## src/etf_fifo.sv

```systemverilog
// Small first-in first-out queue built from flip-flops.
// Generic in width and depth; used for the job queue and the result queue.
// No package dependencies.
`default_nettype none

module etf_fifo #(
	parameter int WIDTH = 8,
	parameter int DEPTH = 2
) (
	input  wire logic             clk,
	input  wire logic             arst_n,
	input  wire logic             push,
	input  wire logic [WIDTH-1:0] wdata,
	output logic                  full,
	input  wire logic             pop,
	output logic      [WIDTH-1:0] rdata,
	output logic                  empty
);

	localparam int AW = (DEPTH > 1) ? $clog2(DEPTH) : 1;
	localparam int NW = $clog2(DEPTH + 1);

	logic [WIDTH-1:0] mem_q [DEPTH];
	logic [AW-1:0]    wp_q;
	logic [AW-1:0]    rp_q;
	logic [NW-1:0]    cnt_q;
	logic             do_push;
	logic             do_pop;

	assign full    = (cnt_q == NW'(DEPTH));
	assign empty   = (cnt_q == '0);
	assign do_push = push && !full;
	assign do_pop  = pop && !empty;
	assign rdata   = mem_q[rp_q];

	always_ff @(posedge clk) begin
		if (do_push) begin
			mem_q[wp_q] <= wdata;
		end
	end

	always_ff @(posedge clk or negedge arst_n) begin
		if (!arst_n) begin
			wp_q  <= '0;
			rp_q  <= '0;
			cnt_q <= '0;
		end else begin
			if (do_push) begin
				wp_q <= (wp_q == AW'(DEPTH - 1)) ? '0 : wp_q + 1'b1;
			end
			if (do_pop) begin
				rp_q <= (rp_q == AW'(DEPTH - 1)) ? '0 : rp_q + 1'b1;
			end
			if (do_push && !do_pop) begin
				cnt_q <= cnt_q + 1'b1;
			end else if (do_pop && !do_push) begin
				cnt_q <= cnt_q - 1'b1;
			end
		end
	end

endmodule

`default_nettype wire

```

## config.mk

```make
export PLATFORM = sky130hd
export DESIGN_NAME = etf_fifo
export DESIGN_NICKNAME = d
export VERILOG_FILES = /design/src/etf_fifo.sv
export SDC_FILE = /design/constraint.sdc
export NUM_CORES = 1
export LEC_CHECK = 0
export ABC_AREA = 1
export BUFFER_PORTS_ARGS = -buffer_cell sky130_fd_sc_hd__buf_2
export CORE_MARGIN = 10
export CORE_UTILIZATION = 35
export CTS_CLUSTER_DIAMETER = 200
export CTS_CLUSTER_SIZE = 24
export DETAILED_ROUTE_END_ITERATION = 6
export PLACE_DENSITY = 0.61
export SLEW_MARGIN = 0
export SYNTH_ARGS = -nofsm -noshare
export SYNTH_HDL_FRONTEND = slang
export SYNTH_SLANG_ARGS = --single-unit
```

## constraint.sdc

```tcl
create_clock -name clk -period 1.63 [get_ports clk]
set_clock_uncertainty 0.05 [all_clocks]
set_input_delay 0.0815 -clock clk [delete_from_list [all_inputs] [get_ports clk]]
set_output_delay 0.0815 -clock clk [all_outputs]
set_load 0.01 [all_outputs]
```

==> reports/qor.yml <==
worstSetupEndpoint: "rdata[0]"
first_iter_violations: 15
cts_made_buffers: 3
io_buffers: 21
grt_max_degree: 13
yosys-top-cells-count: "nand2_1, edfxtp_1, inv_1, dfrtp_1"
die_w_um: 68.1
cts_sinks: 20
first_pass_iters: 2
fin_crit_ns: 1.47
routed_wl_um: 1580
async_flop_share_pct: 20.0
r2r_slack_ns: 0.19
post_cts_resized: 0
crit_path_end_kind: "output pin"
synth.distinct_cells: 14
synth_area_leaders: "edfxtp_1, nand2_1, dfrtp_1"
syn_to_final_growth_pct: 36.5
wire_per_inst_um: 11.6
syn_inst: 73
die_y_um: 68.1
rr_startpoint: "cnt_q[0]"
drt-vias-per-instance: 4.39
clock_latency_ns: 0.30
cp_num_buf_inv: 2
synth_most_common_cell: "nand2_1"
slew_violations: 0
syn_nets: 86
crit_type: "reg2out"
dpl.hpwl_um: 1190
rows: 17
rsz0062_at_grt: "no"
clockRootBuffer: "clkbuf_4"
yosysWarnings: 0
grt_pass1_wl_um: 2670
design_area_um2: 1100
pre_cts_ws_ns: 0.193
cts_buffer_depth: 2
tritoncts: "yes"
setup.worst_path.start_class: "flip-flop"
cp_num_cells: 4
synth_top_area_cell: "edfxtp_1"
first_global_vias: 585
worstPathArrival_ns: 1.33
power.leakage_nw: 0.520
slew_headroom_pct: 74.9
netlist.area_leader.share_pct: 59.4
status: "finished clean"
hold_viol_final: 0
crit_fanout: 10
synth-edff-count: 16
final_util_pct: 49.9
grt_overflow: 0
seq_area_frac_synth_pct: 71.7
critPathTopFamily: "flip-flops"
ys.flop_type: "edfxtp_1"
finalSetupTns_ns: 0
cp_slowest_cell: "dfrtp_1"
p_seq_share_pct: 44.0
switching_share_pct: 34.2
antenna_left: 0
insertedDiodeCount: 0
clk_pin_slew_ns: 0.11
grt_usage_pct: 7.71
p_per_area_nw_per_um2: 1660
drc: 0
postPlaceCellArea_um2: 952
syn_avg_cell_area_um2: 11.1
holdCritPathClass: "in2async"
worstSetupStartpoint: "rp_q"
start_util_pct: 36.6
cp_cell_sequence: "inv_2, nand2_1, nand2_1, buf_2"
clkPwrFrac_pct: 21.8
drive_above_1_share_pct: 26.9
cap_violations: 0
coreArea_um2: 2210
timing.final.crit_share_pct: 89.9
synth-seq-cells: 20
setup_slack_ns: 0.164
vias: 597
setup_violations: 0
crit_path_frequent_cell: "nand2_1"
required_ns: 1.50
p_comb_share_pct: 34.2
switching_power_mw: 0.629
ff2ff_path_depth: 6
h-tree-depth: 1
reg2reg_to: "cnt_q[1]"
max_clock_freq_mhz: 682
antenna_found_initial: 0
die_area_um2: 4640
final_nets: 122
p_total_mw: 1.84
peakVddDrop_mv: 1.03
tightest_slew_ns: 0.376
place_congestion: 0.742
p_int_mw: 1.21
netlist_area_um2: 810
max_stage_delay_ns: 0.59
io_pins: 22
==> worst min path at each step <==
stage | startpoint | to | slack (ns) | depth (start not counted)
3_5_place_dp | arst_n | wp_q | -0.16 | 1
4_1_cts | arst_n | rp_q | 0.03 | 2
2_1_floorplan | arst_n | cnt_q[0] | -0.26 | 0
6_report | arst_n | rp_q | 0.05 | 2
5_1_grt | arst_n | rp_q | 0.04 | 2
3_3_place_gp | arst_n | cnt_q[0] | -0.16 | 1
==> worst reg2reg max path, cell delays in order (launching register included) <==
cell	delay, ns
dfrtp_1	0.47
o21ai_0	0.27
ha_1	0.30
inv_1	0.08
nand3_1	0.07
nand2_1	0.06
nand2_1	0.05
==> cell families after synthesis <==
group	synth area share, %
AO/OA/AOI/OAI	1.24
XOR/XNOR	1.08
adder cells (fa/ha/maj)	1.55
buffers and inverters	4.33
flip-flops	71.7
AND/OR/NAND/NOR	20.1
==> area by class of cell <==
cell class	count	area, µm²
fillers	212	1110
flip-flops and latches	20	581
repair buffers	32	213
multi-input cells	44	194
well taps	28	35.0
clock inverters	1	30.0
inverters	8	30.0
clock buffers	3	22.5
==> metrics by stage <==
step	hold slack, ns	cells
floorplan	-0.264	73
global placement	-0.157	122
detailed placement	-0.155	122
CTS	0.0304	136
global route	0.0356	136
finish	0.0456	136
==> what timing repair did <==
| action | CTS | global route |
|---|---|---|
| hold buffers | 10 | 0 |
| setup buffers | 0 | 0 |
| hold endpoints to repair | 21 | 0 |
==> cells in the final DEF (no fill, tap or decap) <==
master | synthesis | layout
buf_2 | 1 | 21
buf_4 | 0 | 1
bufinv_16 | 0 | 1
clkbuf_4 | 0 | 3
dfrtp_1 | 4 | 4
dlygate4sd3_1 | 0 | 10
edfxtp_1 | 16 | 16
ha_1 | 1 | 1
inv_1 | 7 | 7
inv_2 | 1 | 1
nand2_1 | 33 | 33
nand3_1 | 1 | 1
nand3b_1 | 1 | 1
nand4_1 | 1 | 1
nor2_1 | 2 | 2
nor2_2 | 2 | 2
o21ai_0 | 2 | 2
xnor2_1 | 1 | 1
==> state kept, by name, indices dropped and copies added (netlist names) <==
name,flops
rp_q,1
cnt_q,2
wp_q,1
mem_q,16
==> layer usage <==
layer	global-route usage, %	up-vias	part of all wire [%]
li1	-	306	-
met1	8.20	273	42
met2	12.4	16	47
met3	4.40	2	10
met4	3.02	0	0.89
met5	0	-	0
==> power by group through the flow <==
| stage | logic [mW] | registers (mW) | clock network, mW |
|---|---|---|---|
| final | 0.628 | 0.810 | 0.401 |
| after global routing | 0.725 | 0.828 | 0.432 |
| after CTS | 0.646 | 0.811 | 0.414 |
| after detailed placement | 0.626 | 0.823 | 0 |
| after global placement | 0.618 | 0.815 | 0 |
| after floorplan | 0.432 | 0.770 | 0 |
Note: power is estimated with default switching activity, not from simulation.
