<file path="config.mk">
export PLATFORM = sky130hd
export DESIGN_NAME = etf_front
export DESIGN_NICKNAME = d
export VERILOG_FILES = /design/src/etf_pkg.sv /design/src/etf_front.sv
export SDC_FILE = /design/constraint.sdc
export NUM_CORES = 1
export LEC_CHECK = 0
export ABC_AREA = 1
export BUFFER_PORTS_ARGS = -buffer_cell sky130_fd_sc_hd__buf_2
export CORE_MARGIN = 1
export CORE_UTILIZATION = 41
export CTS_BUF_LIST = sky130_fd_sc_hd__clkbuf_16
export DETAILED_ROUTE_END_ITERATION = 6
export PLACE_DENSITY = 0.86
export REMOVE_ABC_BUFFERS = 1
export SLEW_MARGIN = 30
export SYNTH_ARGS = -nofsm -noshare
export SYNTH_HDL_FRONTEND = slang
export SYNTH_SLANG_ARGS = --single-unit
</file>
<file path="constraint.sdc">
create_clock -name clk -period 1.1 [get_ports clk]
set_input_delay 0.165 -clock clk [delete_from_list [all_inputs] [get_ports clk]]
set_output_delay 0.165 -clock clk [all_outputs]
set_load 0.03 [all_outputs]
</file>
<file path="src/etf_pkg.sv">
// Package for the escape-time fractal iterator.
// Holds the channel payload types, register indexes, reset values and default widths.
// No dependencies.
`default_nettype none

package etf_pkg;

	localparam int COORD_WIDTH_DEF = 32;
	localparam int COUNT_WIDTH_DEF = 16;
	localparam int INT_BITS        = 4;

	localparam int IN_W      = 32;
	localparam int LIMIT_W   = 16;
	localparam int STEP_W    = 16;
	localparam int COLOR_W   = 8;
	localparam int CFG_IDX_W = 2;
	localparam int CFG_DAT_W = 32;

	localparam int JOB_DEPTH = 2;
	localparam int RES_DEPTH = 2;

	localparam logic [CFG_IDX_W-1:0] REG_MODE     = 2'd0;
	localparam logic [CFG_IDX_W-1:0] REG_JULIA_RE = 2'd1;
	localparam logic [CFG_IDX_W-1:0] REG_JULIA_IM = 2'd2;
	localparam logic [CFG_IDX_W-1:0] REG_LIMIT    = 2'd3;

	localparam logic                   MODE_MANDEL  = 1'b0;
	localparam logic                   MODE_JULIA   = 1'b1;
	localparam logic signed [IN_W-1:0] RST_JULIA_RE = -32'sd41070625;
	localparam logic signed [IN_W-1:0] RST_JULIA_IM = 32'sd175287011;
	localparam logic [LIMIT_W-1:0]     RST_LIMIT    = 16'd10000;

	typedef struct packed {
		logic signed [IN_W-1:0] point_re;
		logic signed [IN_W-1:0] point_im;
	} point_t;

	typedef struct packed {
		logic [COLOR_W-1:0] color_index;
		logic               escaped;
		logic [STEP_W-1:0]  step_count;
	} res_t;

endpackage

`default_nettype wire

</file>
<file path="src/etf_front.sv">
// Front part of the fractal iterator: configuration registers and job setup.
// Saturates the point, picks the constant by mode, clamps the limit; uses etf_pkg.
`default_nettype none

module etf_front #(
	parameter int COORD_WIDTH = etf_pkg::COORD_WIDTH_DEF,
	parameter int COUNT_WIDTH = etf_pkg::COUNT_WIDTH_DEF,
	parameter int JOB_W       = 4 * COORD_WIDTH + COUNT_WIDTH
) (
	input  wire logic                            clk,
	input  wire logic                            arst_n,
	input  wire logic                            push,
	input  wire logic                            job_full,
	input  wire etf_pkg::point_t                 point,
	input  wire logic                            cfg_wr_en,
	input  wire logic [etf_pkg::CFG_IDX_W-1:0]   cfg_index,
	input  wire logic [etf_pkg::CFG_DAT_W-1:0]   cfg_data,
	output logic                                 job_push,
	output logic      [JOB_W-1:0]                job
);

	localparam int CW  = COORD_WIDTH;
	localparam int NW  = COUNT_WIDTH;
	localparam int EW  = (CW > etf_pkg::IN_W) ? CW : etf_pkg::IN_W;
	localparam int LW  = (NW > etf_pkg::LIMIT_W) ? NW : etf_pkg::LIMIT_W;

	logic                                mode_q;
	logic signed [etf_pkg::IN_W-1:0]     jre_q;
	logic signed [etf_pkg::IN_W-1:0]     jim_q;
	logic [etf_pkg::LIMIT_W-1:0]         limit_q;

	logic signed [CW-1:0] pr;
	logic signed [CW-1:0] pi;
	logic signed [CW-1:0] cr;
	logic signed [CW-1:0] ci;
	logic [LW-1:0]        lim_ext;
	logic [LW-1:0]        cmax_ext;
	logic [NW-1:0]        lim;

	function automatic logic signed [CW-1:0] sat_in(input logic signed [etf_pkg::IN_W-1:0] v);
		logic signed [EW-1:0] e;
		logic [EW-CW:0]       upper;
		e     = EW'(v);
		upper = e[EW-1:CW-1];
		if ((&upper) || !(|upper)) begin
			return e[CW-1:0];
		end else if (e[EW-1]) begin
			return {1'b1, {(CW - 1){1'b0}}};
		end else begin
			return {1'b0, {(CW - 1){1'b1}}};
		end
	endfunction

	always_ff @(posedge clk or negedge arst_n) begin
		if (!arst_n) begin
			mode_q  <= etf_pkg::MODE_MANDEL;
			jre_q   <= etf_pkg::RST_JULIA_RE;
			jim_q   <= etf_pkg::RST_JULIA_IM;
			limit_q <= etf_pkg::RST_LIMIT;
		end else if (cfg_wr_en) begin
			unique case (cfg_index)
				etf_pkg::REG_MODE:     mode_q  <= cfg_data[0];
				etf_pkg::REG_JULIA_RE: jre_q   <= cfg_data;
				etf_pkg::REG_JULIA_IM: jim_q   <= cfg_data;
				etf_pkg::REG_LIMIT:    limit_q <= cfg_data[etf_pkg::LIMIT_W-1:0];
				default: ;
			endcase
		end
	end

	assign pr = sat_in(point.point_re);
	assign pi = sat_in(point.point_im);
	assign cr = (mode_q == etf_pkg::MODE_JULIA) ? sat_in(jre_q) : pr;
	assign ci = (mode_q == etf_pkg::MODE_JULIA) ? sat_in(jim_q) : pi;

	assign lim_ext  = LW'(limit_q);
	assign cmax_ext = LW'({NW{1'b1}});
	assign lim      = (lim_ext > cmax_ext) ? {NW{1'b1}} : lim_ext[NW-1:0];

	assign job_push = push && !job_full;
	assign job      = {ci, cr, pi, pr, lim};

endmodule

`default_nettype wire

</file>
==> results_dict.tcl, run 1 <==
set metrics [dict create \
    first_pass_iters 5 \
    drv_slew 0 \
    place_ws_ns -0.183 \
    arrival_ns 1.43 \
    multiInputGateArea_mm2 0.00172 \
    synth.distinct_cells 11 \
    track_usage_pct 21.5 \
    power_density_mw_per_mm2 1700 \
    cts_root_buf "clkbuf_16" \
    cp-end-kind "output port" \
    post-route-period-util_pct 145 \
    area_growth_pct 32.9 \
    fin_hold_ws_ns 0.0660 \
    fill_cells 1017 \
    n_antenna_cell 0 \
    fp.dieW_um 109 \
    status "finished, violations left" \
    synth_seq_cells 81 \
    path_max_fanout 62 \
    htreeDepth 3 \
    vias_per_cell 4.90 \
    path_class "register to output port" \
    cap_violations 0 \
    portBuffers 247 \
    setup_viol 69 \
    cts-buffers-inserted 9 \
    grt_pass1_wl_mm 19.8 \
    drive_gt1_share_pct 40.8 \
    final_util_pct 57.1 \
    antenna_found_initial 0 \
    rr_startpoint "mode_q$_DFFE_PN0P_" \
    vias 4659 \
    leakage_nw 3.51 \
    fp.coreArea_mm2 0.0110 \
    synth_top_area_share_pct 23.9 \
    fin_crit_ns 1.60 \
    grt_max_degree 63 \
    grt_overflow_total 0 \
    min_path_type "input pin to register" \
    dp.cells 934 \
    die-height_um 109 \
    start_util_pct 42.9 \
    cts_setup_buffers 0 \
    avgSynthCellArea_um2 7.44 \
    synth_top_cell_by_area "dfstp_2" \
    maxSlewHeadroom_pct 82.8 \
    fin_ws_ns -0.496 \
    grt_pass1_vias 4227 \
    fin_nets 909 \
    startpoint_type "register" \
    startpoint "mode_q$_DFFE_PN0P_" \
    worst_slew_pin_slew_ns 0.258 \
    seqCellArea_mm2 0.00208 \
    final_cells 951 \
    postRouteAntennaNets 0 \
    fin_worst_skew_ns 0 \
    clkTransAtPathRegs_ns 0.06 \
    fin_tns_setup_ns -28.62 \
    row_count 38 \
    timing.fmax_ghz 0.626 \
    routed_wl_mm 12.9 \
    globalplace.congestion 0.723 \
    holdCritStartpoint "cfg_data[28]" \
    wl_per_cell_um 13.5 \
    clock_path_buffers 2 \
    ir_worst_vdd_mv 1.02 \
    drc 0 \
    insertion_delay_ns 0.32 \
    syn_area_mm2 0.00474 \
    synth_seq_area_share_pct 43.9 \
    finalHoldViolations 0 \
    dieArea_mm2 0.0120 \
    yosysWarnings 0 \
    synth_area_leaders "dfstp_2 24%, dfrtp_1 20%, nand2_1 18%" \
    cts.sinks 81 \
    syn_inst 637 \
    drt_first_iter_violations 263 \
    rsz0062_at_grt "true" \
    io_pins 248 \
    cts_tree "yes" \
    required_ns 0.94 \
    violations "setup timing" \
    dp_hpwl_mm 9.19 \
]
-- routing by layer --
layer | track usage [%] | up-vias | part of all wire (%)
met5 | 0 | - | 0
met4 | 5.81 | 0 | 0.84
met3 | 4.15 | 10 | 6.1
met2 | 38.5 | 210 | 52
met1 | 26.2 | 2122 | 41
li1 | - | 2317 | -
-- placed cells by master (no fill, tap or decap) --
master	Yosys	layout
dfrtp_4	0	1
dfrtp_1	38	37
dfstp_2	43	43
clkinv_2	0	1
nand2_1	227	227
buf_16	0	1
buf_12	0	11
nand3_1	4	2
clkbuf_16	0	9
bufinv_16	0	1
o21ai_1	0	56
nor2_1	2	2
clkinvlp_4	0	3
nand4_1	80	80
o21ai_0	64	6
o21ai_2	0	2
nand3_2	0	2
buf_6	0	7
dlygate4sd3_1	0	1
buf_2	35	174
buf_4	64	76
inv_1	67	69
-- synth_stat cells --
library cell and instances:
inv_1 67, dfrtp_1 38, o21ai_0 64, buf_2 35, nand2_1 227, dfstp_2 43
buf_4 64, nor2_1 2, nand4_1 80, clkbuf_1 13, nand3_1 4
-- repair_timing --
item,4_1_cts,5_1_grt
hold buffers,1,0
gates cloned,0,0
resized for setup,105,38
hold endpoints to repair,35,0
endpoints found under the setup margin,69,72
-- logic make-up after synthesis --
logic type	Yosys count	synth area share, %
compound gates	64	6.76
buf+inv	179	20.2
flops	81	43.9
simple gates	313	29.1
-- layout make-up --
cell class / count / share of cell area [%]
sequential: 81 / 33.1
tap: 140 / 2.78
clock inverter: 7 / 1.03
inverter: 67 / 3.99
timing repair buffer: 270 / 28.2
multi-input combinational: 377 / 27.3
clock buffer: 9 / 3.58
-- registers in the layout, summed over array words and instances (netlist names) --
name     count
lim_ext     16
jim_q       32
mode_q       1
jre_q       32
-- where the power goes --
group | switching [mW] | leakage [nW] | internal, mW
combinational | 2.53 | 2.44 | 1.38
sequential | 0.289 | 0.923 | 3.64
clock | 1.15 | 0.140 | 1.74
total | 3.96 | 3.51 | 6.77
-- worst max-delay path, stage by stage, from the launching register on --
cell and delay, ns:
dfrtp_4 0.52, buf_16 0.20, o21ai_1 0.18, buf_4 0.18
-- final timing paths --
| check | to | slack (ns) | cells past startpoint |
|---|---|---|---|
| setup / recovery | job[138] | -0.50 | 3 |
| hold / removal | jre_q[28]$_DFFE_PN1P_ | 0.07 | 3 |
| setup reg to reg | mode_q$_DFFE_PN0P_ | 0.16 | 3 |
| hold reg to reg | jre_q[11]$_DFFE_PN1P_ | 0.46 | 2 |
| max in group asynchronous | jim_q[27]$_DFFE_PN1P_ | 0.30 | 3 |
| min in group asynchronous | lim_ext[12]$_DFFE_PN0P_ | 0.24 | 2 |
-- per-stage QoR --
step / power (mW) / instance area [um^2]
after global placement: 7.43 / 5780
after global routing: 11.4 / 6300
after detailed placement: 7.50 / 5780
final: 10.7 / 6300
after CTS: 10.8 / 6270
after floorplan: 5.82 / 4030
Power figures use the tool's default switching activity.
==> run 2: changes to the inputs <==
--- a/config.mk
+++ b/config.mk
@@ -6,12 +6,12 @@
 export NUM_CORES = 1
 export LEC_CHECK = 0
 export ABC_AREA = 1
-export BUFFER_PORTS_ARGS = -buffer_cell sky130_fd_sc_hd__buf_2
 export CORE_MARGIN = 1
-export CORE_UTILIZATION = 41
+export CORE_UTILIZATION = 50
 export CTS_BUF_LIST = sky130_fd_sc_hd__clkbuf_16
 export DETAILED_ROUTE_END_ITERATION = 6
-export PLACE_DENSITY = 0.86
+export DONT_BUFFER_PORTS = 1
+export PLACE_DENSITY = 0.77
 export REMOVE_ABC_BUFFERS = 1
 export SLEW_MARGIN = 30
 export SYNTH_ARGS = -nofsm -noshare
==> constraint.sdc (replaced) <==
create_clock -name clk -period 1.1 [get_ports clk]
set_input_delay 0 -clock clk [delete_from_list [all_inputs] [get_ports clk]]
set_output_delay 0 -clock clk [all_outputs]
set_load 0.03 [all_outputs]
==> run 2 against run 1 <==
The run ends with hold timing, setup timing left. Clock-buffer cell count unchanged. Critical endpoint is now job[110]. Clock skew is the same. Critical path type unchanged. Sequential power is 3% higher. Final area fell by 4.4%. Utilization up 8.4 points. Wire length increased by 6.0%. Non-clock buffer count decreased by 109. Sequential share of layout area grew 1.5 points. Largest power group unchanged. Global-route usage grew 6.5 points. Fmax is 12% higher. Register-to-register slack about the same. Highest routed layer unchanged.
==> results_dict.tcl, run 2 (synthesized netlist as in run 1, its figures left out) <==
set metrics [dict create \
    maxSlewHeadroom_pct 63.2 \
    violations "hold timing, setup timing" \
    rsz0062_at_grt "true" \
    setup_viol 64 \
    first_pass_iters 7 \
    status "finished, violations left" \
    insertion_delay_ns 0.33 \
    crit_chain "buf_16 > o21ai_0 > buf_4" \
    cpPeakStageDelay_ns 0.51 \
    cp_slowest_cell "dfrtp_4" \
    fp.dieW_um 99.3 \
    startpoint_type "register" \
    final_cells 813 \
    cts-buffers-inserted 9 \
    power_density_mw_per_mm2 1730 \
    wl_per_cell_um 16.8 \
    clkTransAtPathRegs_ns 0.07 \
    leakage_nw 3.02 \
    worst_slew_pin_slew_ns 0.549 \
    vias 4541 \
    r2r_slack_ns 0.15 \
    clkPwrFrac_pct 30.2 \
    drive_gt1_share_pct 21.2 \
    crit_buf_inv 2 \
    portBuffers 0 \
    finalHoldViolations 81 \
    path_depth 3 \
    ir_worst_vdd_mv 1.04 \
    worstReg2RegEnd "mode_q$_DFFE_PN0P_" \
    drt_first_iter_violations 294 \
    htreeDepth 3 \
    post-route-period-util_pct 130 \
    globalplace.congestion 0.756 \
    required_ns 1.10 \
    track_usage_pct 27.9 \
    cap_violations 0 \
    combPwrFrac_pct 30.9 \
    power_mw 10.4 \
    min_path_type "input pin to asynchronous set/reset pin" \
    fin_worst_skew_ns 0 \
    arrival_ns 1.43 \
    dieArea_mm2 0.00987 \
    timing.fmax_ghz 0.702 \
    fin_hold_ws_ns -0.638 \
    cts_root_buf "clkbuf_16" \
    grt_overflow_total 0 \
    grt_max_degree 82 \
    p_int_mw 6.83 \
    final_util_pct 65.5 \
    vias_per_cell 5.59 \
    path_max_fanout 68 \
    io_pins 248 \
    fin_ws_ns -0.325 \
    dp_hpwl_mm 7.59 \
    start_util_pct 51.5 \
    fin_crit_ns 1.43 \
    area_growth_pct 27.1 \
    routed_wl_mm 13.6 \
    dp.cells 718 \
    cpLargestDelayFamily "flip-flops" \
    fin_nets 800 \
    p_switching_mw 3.57 \
    postRouteAntennaNets 0 \
    n_antenna_cell 0 \
    layout_common_cells "226 x nand2_1, 80 x nand4_1, 76 x buf_4" \
    cts.sinks 81 \
    drc 0 \
    final_common_cell "nand2_1" \
    row_count 35 \
    clock_path_buffers 2 \
    drv_slew 0 \
    pwr-share-seq_pct 38.9 \
    swShare_pct 34.3 \
    grt_pass1_wl_mm 21.9 \
    die-height_um 99.3 \
    cp-end-kind "output port" \
    fin_tns_setup_ns -18.32 \
    antenna_found_initial 0 \
    rr_worst_depth 3 \
    path_class "register to output port" \
    rr_startpoint "mode_q$_DFFE_PN0P_" \
    fp.coreArea_mm2 0.00920 \
    cts_tree "yes" \
    grt_pass1_vias 4545 \
]
-- run 2: worst max path at each step --
stage                       startpoint  endpoint  slack (ns)
finish              mode_q$_DFFE_PN0P_  job[110]       -0.33
global route        mode_q$_DFFE_PN0P_  job[124]       -0.41
CTS                 mode_q$_DFFE_PN0P_  job[102]       -0.32
detailed placement  mode_q$_DFFE_PN0P_  job[100]      -0.003
global placement    mode_q$_DFFE_PN0P_  job[102]        0.04
floorplan           mode_q$_DFFE_PN0P_  job[100]       -1.69
-- run 2: power by group through the flow --
stage,sequential [mW],combinational [mW],clock (mW)
after floorplan,4.19,1.63,0
after global placement,4.05,2.73,0
after detailed placement,4.07,2.80,0
after CTS,4.03,3.13,3.19
after global routing,4.10,3.47,3.30
final,4.04,3.21,3.14
-- run 2: metrics by stage --
step	worst slack [ns]	instance area, um^2
after global placement	0.0362	4840
after detailed placement	-0.00274	4840
after floorplan	-1.69	4030
after CTS	-0.320	5980
after global routing	-0.409	6020
final	-0.325	6020
-- run 2: timing repair --
action	CTS	global route
pin swaps	0	0
resized for setup	43	33
hold endpoints to repair	162	83
hold buffers	80	1
buffers inserted	0	0
setup endpoints to repair	64	75
-- run 2: cell type report --
type                       count  area (um^2)
tap                          111          139
clock inverter                 7         87.6
clock buffer                   9          225
inverter                      67          251
sequential                    81         2080
multi-input combinational    377         1720
timing repair buffer         161         1510
fill                         746         3170
-- run 2: routing by layer --
layer | up-vias | share of wire (%) | GRT usage, %
met5 | - | 0 | 0
met4 | 0 | 1.8 | 9.16
met3 | 31 | 9.0 | 7.38
met2 | 270 | 51 | 49.2
met1 | 2144 | 38 | 33.2
li1 | 2096 | - | -
==> run 3: changes to the inputs <==
--- a/config.mk
+++ b/config.mk
@@ -11,6 +11,7 @@
 export CTS_BUF_LIST = sky130_fd_sc_hd__clkbuf_16
 export DETAILED_ROUTE_END_ITERATION = 6
 export DONT_BUFFER_PORTS = 1
+export MAX_ROUTING_LAYER = met4
 export PLACE_DENSITY = 0.77
 export REMOVE_ABC_BUFFERS = 1
 export SLEW_MARGIN = 30
==> run 3 against run 2 <==
The flow still finishes with violations (hold timing, setup timing). Sequential power about the same. Clock power about the same. Clock-buffer cell count unchanged. Critical path depth unchanged. Die area unchanged. Total power about the same. First-iteration DRC count up 3.1%. Utilization about the same. Via count down 0.57%. Non-clock buffer count unchanged. Fmax about the same. Worst hold slack better by 0.0013 ns.
==> results_dict.tcl, run 3 (synthesized netlist as in run 1, its figures left out) <==
set metrics [dict create \
    first_pass_iters 5 \
    vias 4515 \
    final_util_pct 65.4 \
    cts_root_buf "clkbuf_16" \
    globalplace.congestion 0.766 \
    postPlaceCellArea_mm2 0.00484 \
    clkPwrFrac_pct 30.2 \
    timing.fmax_ghz 0.702 \
    rsz0062_at_grt "true" \
    violations "hold timing, setup timing" \
    clock_path_buffers 2 \
    fin_crit_ns 1.42 \
    start_util_pct 51.5 \
    arrival_ns 1.42 \
    finalHoldViolations 81 \
    dieArea_mm2 0.00987 \
    cap_violations 0 \
    fp.coreArea_mm2 0.00920 \
    power_density_mw_per_mm2 1730 \
    grt_pass1_vias 4545 \
    fin_nets 800 \
    path_max_fanout 68 \
    fin_worst_skew_ns 0 \
    layout_common_cells "226 x nand2_1, 80 x nand4_1, 77 x buf_4" \
    p_switching_mw 3.57 \
    grt_max_degree 82 \
    startpoint_type "register" \
    drt_first_iter_violations 303 \
    drc 0 \
    die-height_um 99.3 \
    fin_ws_ns -0.324 \
    swShare_pct 34.3 \
    drive_gt1_share_pct 21.2 \
    maxSlewHeadroom_pct 63.2 \
    fp.dieW_um 99.3 \
    cp-end-kind "output port" \
    grt_overflow_total 0 \
    htreeDepth 3 \
    grt_pass1_wl_mm 21.9 \
    clkTransAtPathRegs_ns 0.06 \
    leakage_nw 3.02 \
    dp_hpwl_mm 7.59 \
    combPwrFrac_pct 30.9 \
    setup_viol 64 \
    vias_per_cell 5.55 \
    worst_slew_pin_slew_ns 0.549 \
    row_count 35 \
    cts-buffers-inserted 9 \
    area_growth_pct 27.0 \
    post-route-period-util_pct 129 \
    final_cell_area_mm2 0.00602 \
    status "finished, violations left" \
    antenna_found_initial 0 \
    p_int_mw 6.82 \
    dp.cells 718 \
    n_antenna_cell 0 \
    power_mw 10.4 \
    r2r_slack_ns 0.14 \
    insertion_delay_ns 0.32 \
    cts_setup_buffers 0 \
    portBuffers 0 \
    required_ns 1.10 \
    drv_slew 0 \
    path_class "register to output port" \
    ir_worst_vdd_mv 1.04 \
    routed_wl_mm 13.6 \
    cts_tree "yes" \
    min_path_type "input pin to asynchronous set/reset pin" \
    track_usage_pct 28.8 \
    final_common_cell "nand2_1" \
    fin_hold_ws_ns -0.637 \
    final_cells 813 \
    postRouteAntennaNets 0 \
    wl_per_cell_um 16.8 \
    fin_tns_setup_ns -18.33 \
    io_pins 248 \
    pwr-share-seq_pct 38.9 \
    place_ws_ns -0.00274 \
    cts.sinks 81 \
]
## run 3: changes by cell type in the layout (fill, tap and decap cells not counted)
| cell | before | now |
|---|---|---|
| buf_4 | 76 | 77 |
| buf_6 | 3 | 2 |
## run 3: critical path, cell delays in order, from the launching register on
cell,delay [ns]
dfrtp_4,0.52
buf_16,0.20
o21ai_0,0.19
buf_4,0.18
## run 3: worst paths after layout
path,startpoint,endpoint,depth (start not counted)
max in group asynchronous,arst_n,jre_q[3]$_DFFE_PN1P_,0
min in group clk,point[18],job[66],0
min,arst_n,lim_ext[0]$_DFFE_PN0P_,0
min reg2reg,jre_q[16]$_DFFE_PN1P_,jre_q[16]$_DFFE_PN1P_,2
max reg2reg,mode_q$_DFFE_PN0P_,mode_q$_DFFE_PN0P_,3
max,mode_q$_DFFE_PN0P_,job[103],3
## run 3: layout make-up
type / instances / area (um^2)
Inverter: 67 / 251
Clock buffer: 9 / 225
Multi-Input combinational cell: 377 / 1720
Timing Repair Buffer: 161 / 1510
Tap cell: 111 / 139
Fill cell: 747 / 3180
Sequential cell: 81 / 2080
Clock inverter: 7 / 87.6
## run 3: per-layer routing
layer / vias up / global-route usage, % / routed length [um]
li1: 2096 / - / -
met1: 2111 / 33.7 / 5300
met2: 273 / 49.2 / 6840
met3: 35 / 7.03 / 1210
met4: 0 / 8.71 / 272
met5: - / - / 0
## run 3: power groups by stage
stage / registers, mW / logic (mW) / clock network (mW)
after global routing: 4.10 / 3.46 / 3.31
after floorplan: 4.19 / 1.63 / 0
after global placement: 4.05 / 2.73 / 0
after CTS: 4.03 / 3.13 / 3.19
after detailed placement: 4.07 / 2.80 / 0
final: 4.04 / 3.21 / 3.14
## run 3: repair_timing
action / CTS / global route
resized for setup: 43 / 32
hold buffers: 80 / 1
hold endpoints to repair: 162 / 83
gates cloned: 0 / 0
setup endpoints to repair: 64 / 75
